[src/clti_pkg.sv]
// Shared types and constants for the cubic Lagrange table interpolator.
// Used by clti_muldiv, the top level and the port checker; no dependencies.
`default_nettype none
package clti_pkg;

	localparam int unsigned PROD_W = 96;
	localparam int unsigned W_W    = 63;
	localparam int unsigned W_FRAC = 30;

	localparam logic [2:0] STAT_OK    = 3'd0;
	localparam logic [2:0] STAT_ORDER = 3'd1;
	localparam logic [2:0] STAT_EMPTY = 3'd2;
	localparam logic [2:0] STAT_FULL  = 3'd3;
	localparam logic [2:0] STAT_SAT   = 3'd4;

	typedef enum logic [3:0] {
		ST_IDLE, ST_WRD, ST_WCHK, ST_BASE, ST_TRDI, ST_TGETI,
		ST_FCHK, ST_FGET, ST_FWAIT, ST_TERM, ST_TWAIT, ST_FIN
	} state_t;

	typedef enum logic [1:0] {U_IDLE, U_MUL, U_DIV} unit_state_t;

	typedef struct packed {
		logic start;
		logic do_div;
	} md_req_t;

	typedef struct packed {
		logic              done;
		logic [PROD_W-1:0] res;
	} md_rsp_t;

endpackage
`default_nettype wire

[src/clti_muldiv.sv]
// Bit-serial multiply-add followed by an optional restoring division.
// Depends on clti_pkg for widths and the request and response structs.
`default_nettype none
module clti_muldiv (
	input  wire logic                    clk,
	input  wire logic                    arst_n,
	input  wire clti_pkg::md_req_t       req,
	input  wire logic [clti_pkg::W_W-1:0] a,
	input  wire logic [32:0]             b,
	input  wire logic [33:0]             c,
	input  wire logic [32:0]             d,
	output clti_pkg::md_rsp_t            rsp
);
	import clti_pkg::*;

	unit_state_t       ust_q;
	logic [6:0]        cnt_q;
	logic              div_q;
	logic [PROD_W-1:0] acc_q;
	logic [PROD_W-1:0] ash_q;
	logic [32:0]       b_q;
	logic [32:0]       d_q;
	logic [32:0]       r_q;
	logic              done_q;
	logic [33:0]       rs;
	logic              ge;

	assign rs = {r_q, acc_q[PROD_W-1]};
	assign ge = rs >= {1'b0, d_q};

	always_ff @(posedge clk or negedge arst_n) begin
		if (!arst_n) begin
			ust_q  <= U_IDLE;
			done_q <= 1'b0;
			cnt_q  <= '0;
		end else begin
			done_q <= 1'b0;
			unique case (ust_q)
				U_IDLE: begin
					if (req.start) begin
						ust_q <= U_MUL;
						cnt_q <= '0;
					end
				end
				U_MUL: begin
					if (cnt_q == 7'd32) begin
						cnt_q <= '0;
						if (div_q) ust_q <= U_DIV;
						else begin
							ust_q  <= U_IDLE;
							done_q <= 1'b1;
						end
					end else cnt_q <= cnt_q + 7'd1;
				end
				U_DIV: begin
					if (cnt_q == 7'(PROD_W - 1)) begin
						ust_q  <= U_IDLE;
						done_q <= 1'b1;
					end else cnt_q <= cnt_q + 7'd1;
				end
				default: ust_q <= U_IDLE;
			endcase
		end
	end

	always_ff @(posedge clk) begin
		case (ust_q)
			U_IDLE: begin
				if (req.start) begin
					acc_q <= PROD_W'(c);
					ash_q <= PROD_W'(a);
					b_q   <= b;
					d_q   <= d;
					div_q <= req.do_div;
					r_q   <= '0;
				end
			end
			U_MUL: begin
				if (b_q[0]) acc_q <= acc_q + ash_q;
				ash_q <= {ash_q[PROD_W-2:0], 1'b0};
				b_q   <= {1'b0, b_q[32:1]};
			end
			U_DIV: begin
				// Quotient bits shift in behind the dividend as it leaves.
				r_q   <= ge ? 33'(rs - {1'b0, d_q}) : rs[32:0];
				acc_q <= {acc_q[PROD_W-2:0], ge};
			end
			default: ;
		endcase
	end

	assign rsp.done = done_q;
	assign rsp.res  = acc_q;

endmodule
`default_nettype wire

[config.mk]
export PLATFORM = sky130hd
export DESIGN_NAME = clti_muldiv
export DESIGN_NICKNAME = d
export VERILOG_FILES = /design/src/clti_pkg.sv /design/src/clti_muldiv.sv
export SDC_FILE = /design/constraint.sdc
export NUM_CORES = 1
export LEC_CHECK = 0
export BUFFER_PORTS_ARGS = -buffer_cell sky130_fd_sc_hd__clkbuf_2
export CAP_MARGIN = 20
export CORE_ASPECT_RATIO = 2
export CORE_MARGIN = 10
export CORE_UTILIZATION = 54
export DETAILED_ROUTE_END_ITERATION = 10
export PLACE_DENSITY = 0.86
export SLEW_MARGIN = 40
export SYNTH_ARGS = -nofsm -noshare
export SYNTH_HDL_FRONTEND = slang
export SYNTH_SLANG_ARGS = --single-unit
[constraint.sdc]
create_clock -name clk -period 10 [get_ports clk]
set_clock_uncertainty 0.05 [all_clocks]
set_input_delay 1 -clock clk [delete_from_list [all_inputs] [get_ports clk]]
set_output_delay 1 -clock clk [all_outputs]
set_load 0.02 [all_outputs]
==> metrics.yaml <==
crit_type: "flop to flop"
whs_ns: 0.241
synth_cells: 2050
ys_seq_elements: 302
reg2reg_to: "acc_q[52]"
max_cap_viol_count: 0
multiInputGateArea_um2: 10700
synth_warnings: 0
synth-simple-area-share_pct: 13.7
vias: 17200
root_buffer: "clkbuf_16"
cts_setup_buffers: 0
critPathArrivalTime_ns: 4.37
fmax_mhz: 243
synth_fa_ha_area_share_pct: 8.40
synth_xor_area_share_pct: 4.80
finalInstanceArea_um2: 23100
drtPass1Iterations: 6
synth_top_flop_cell: "edfxtp_1"
clk_latency_ns: 0.58
min_path_type: "input pin to asynchronous set/reset pin"
critPathLaunch: "acc_q[0]"
rr_startpoint: "acc_q[0]"
grt_pass1_wl_um: 95400
cp-start-kind: "flop"
cp_max_fo: 5
cts_resized: 0
postSynthAreaPerCell_um2: 9.97
endpoint: "acc_q[52]"
grt_overflow: 0
wl_per_cell_um: 22.2
io_pins: 264
outcome: "finished clean"
required_ns: 10.26
synth-edff-count: 292
rsz0062_at_grt: "no"
ctsHoldBuffers: 0
wl_um: 60900
reg2reg_depth: 13
synthesis.area_um2: 20400
routabilityCongestion: 0.984
core_area_um2: 37300
setup_viol: 0
cts_inserted_buffers: 29
layout_min_cycle_time_ns: 4.11
post-route-period-util_pct: 41.1
antenna_found_initial: 1
worstMarginPinSlew_ns: 0.840
dpl_cell_area_um2: 22100
n_antenna_cell: 0
initial_core_util_pct: 54.8
synth.area.mux_share_pct: 5.49
viasPerCell: 6.26
track_usage_pct: 25.6
synthToLayoutAreaGrowth_pct: 13.1
grt_pass1_vias: 17900
cts_tree: "yes"
ant_nets: 0
reg2reg_slack_ns: 5.89
path_clk_slew_ns: 0.07
dr.first_iter.drc_count: 1286
ys_types: 90
cts_sinks: 302
synthArstFlopShare_pct: 3.31
synth_top_family_by_area: "compound AO/OA/AOI/OAI gates"
cts_max_path_buffers: 3
h-tree-depth: 1
seq_area_um2: 9020
max_slew_margin_pct: 44.0
dp_hpwl_um: 45900
port_buffers: 263
worstSetupEndpointType: "flop"
layout.nets: 2561
die_x_um: 158
std_cell_rows: 100
synth-compound-area-share_pct: 19.7
fin_tns_setup_ns: 0
drcViolationCount: 0
layout-drive-gt1-share_pct: 20.4
fp.dieH_um: 295
finalHoldViolCount: 0
n_fill_cell: 3037
slew_violations: 0
grt_max_degree: 80
yosysSeqAreaShare_pct: 44.1
die_area_um2: 46500
syn_nets: 2353
## worst min-delay path by stage
stage          startpoint  endpoint  slack, ns
3_3_place_gp     cnt_q[6]  cnt_q[6]       0.44
2_1_floorplan    cnt_q[6]  cnt_q[6]       0.42
3_5_place_dp     cnt_q[6]  cnt_q[6]       0.46
4_1_cts            arst_n    done_q       0.22
5_1_grt            arst_n    done_q       0.24
6_report           arst_n    done_q       0.24
## critical path, stage by stage (launching register included)
cell and delay (ns):
edfxtp_1 0.45, ha_1 0.26, fa_1 0.45, a211oi_1 0.24, o21a_1 0.26, a21oi_1 0.13, o211ai_1 0.52, a21oi_1 0.19
nor2_1 0.24, o31ai_2 0.19, a21boi_1 0.47, o21bai_1 0.17, xnor2_1 0.14, o21ai_0 0.09
## state kept, by name (all words and copies together) (netlist names)
register	flops
ash_q	96
div_q	1
r_q	33
b_q	33
done_q	1
acc_q	96
d_q	33
ust_q	2
cnt_q	7
## cell usage in the layout, fill, tap and decap left out, types with 48 or more instances in the layout
cell	netlist	routed
a21o_1	67	67
a21oi_1	186	185
clkbuf_2	0	263
edfxtp_1	292	292
ha_1	134	131
inv_1	81	81
mux2_2	95	95
nand2_1	210	210
nand3_1	54	54
nor2_1	135	135
o21ai_0	104	102
o21ai_1	48	48
xnor2_1	73	73
## per-layer routing
| layer | vias to the layer above | GRT usage, % | part of all wire, % |
|---|---|---|---|
| met5 | - | 0 | 0.011 |
| met4 | 2 | 11.5 | 4.6 |
| met3 | 211 | 5.68 | 7.8 |
| met2 | 748 | 47.5 | 53 |
| met1 | 8157 | 26.6 | 34 |
| li1 | 8033 | - | - |
## kinds of logic after synthesis
group | after synthesis
AND/OR/NAND/NOR | 593
multiplexers | 100
flip-flops | 302
buffers and inverters | 184
XOR/XNOR | 112
AO/OA/AOI/OAI | 623
adder cells (fa/ha/maj) | 136
## per-stage QoR
stage	cells	util, %	setup WS (ns)
4_1_cts	2738	62.0	6.00
5_1_grt	2738	62.0	5.64
6_report	2738	62.0	5.89
3_5_place_dp	2686	59.3	6.03
2_1_floorplan	2050	-	2.62
3_3_place_gp	2681	59.0	5.73
## synthesized netlist by cell type, drive strengths merged, types with 8 or more instances
master  number  area [um^2]
a211oi      17          138
a21boi      10         82.6
a21o        68          512
a21oi      189          957
a22oi       40          300
a31oi       20          131
and2        43          269
and3        17          113
buf         29          183
clkbuf      71          267
dfrtp       10          250
edfxtp     292         8770
ha         134         1680
inv         81          304
mux2        96         1080
nand2      213          807
nand2b      14         87.6
nand3       54          270
nand4       36          225
nor2       135          507
nor2b       25          156
nor3        22          121
o211ai      15          113
o21a        20          150
o21ai      154          778
o21bai      20          150
o31ai       14          156
or3          8         50.1
xnor2       73          639
xor2        39          342
## area by class of cell
cell class	instances	share of cell area, %
Clock buffer	31	3.17
Clock inverter	21	1.19
Inverter	82	1.33
Multi-Input combinational cell	1564	46.3
Sequential cell	302	39.0
Tap cell	459	2.48
Timing Repair Buffer	279	6.52
Power is left out: the tool's default activity adds up to more than one toggle a clock period on the data nets, which glitch-free logic cannot reach.
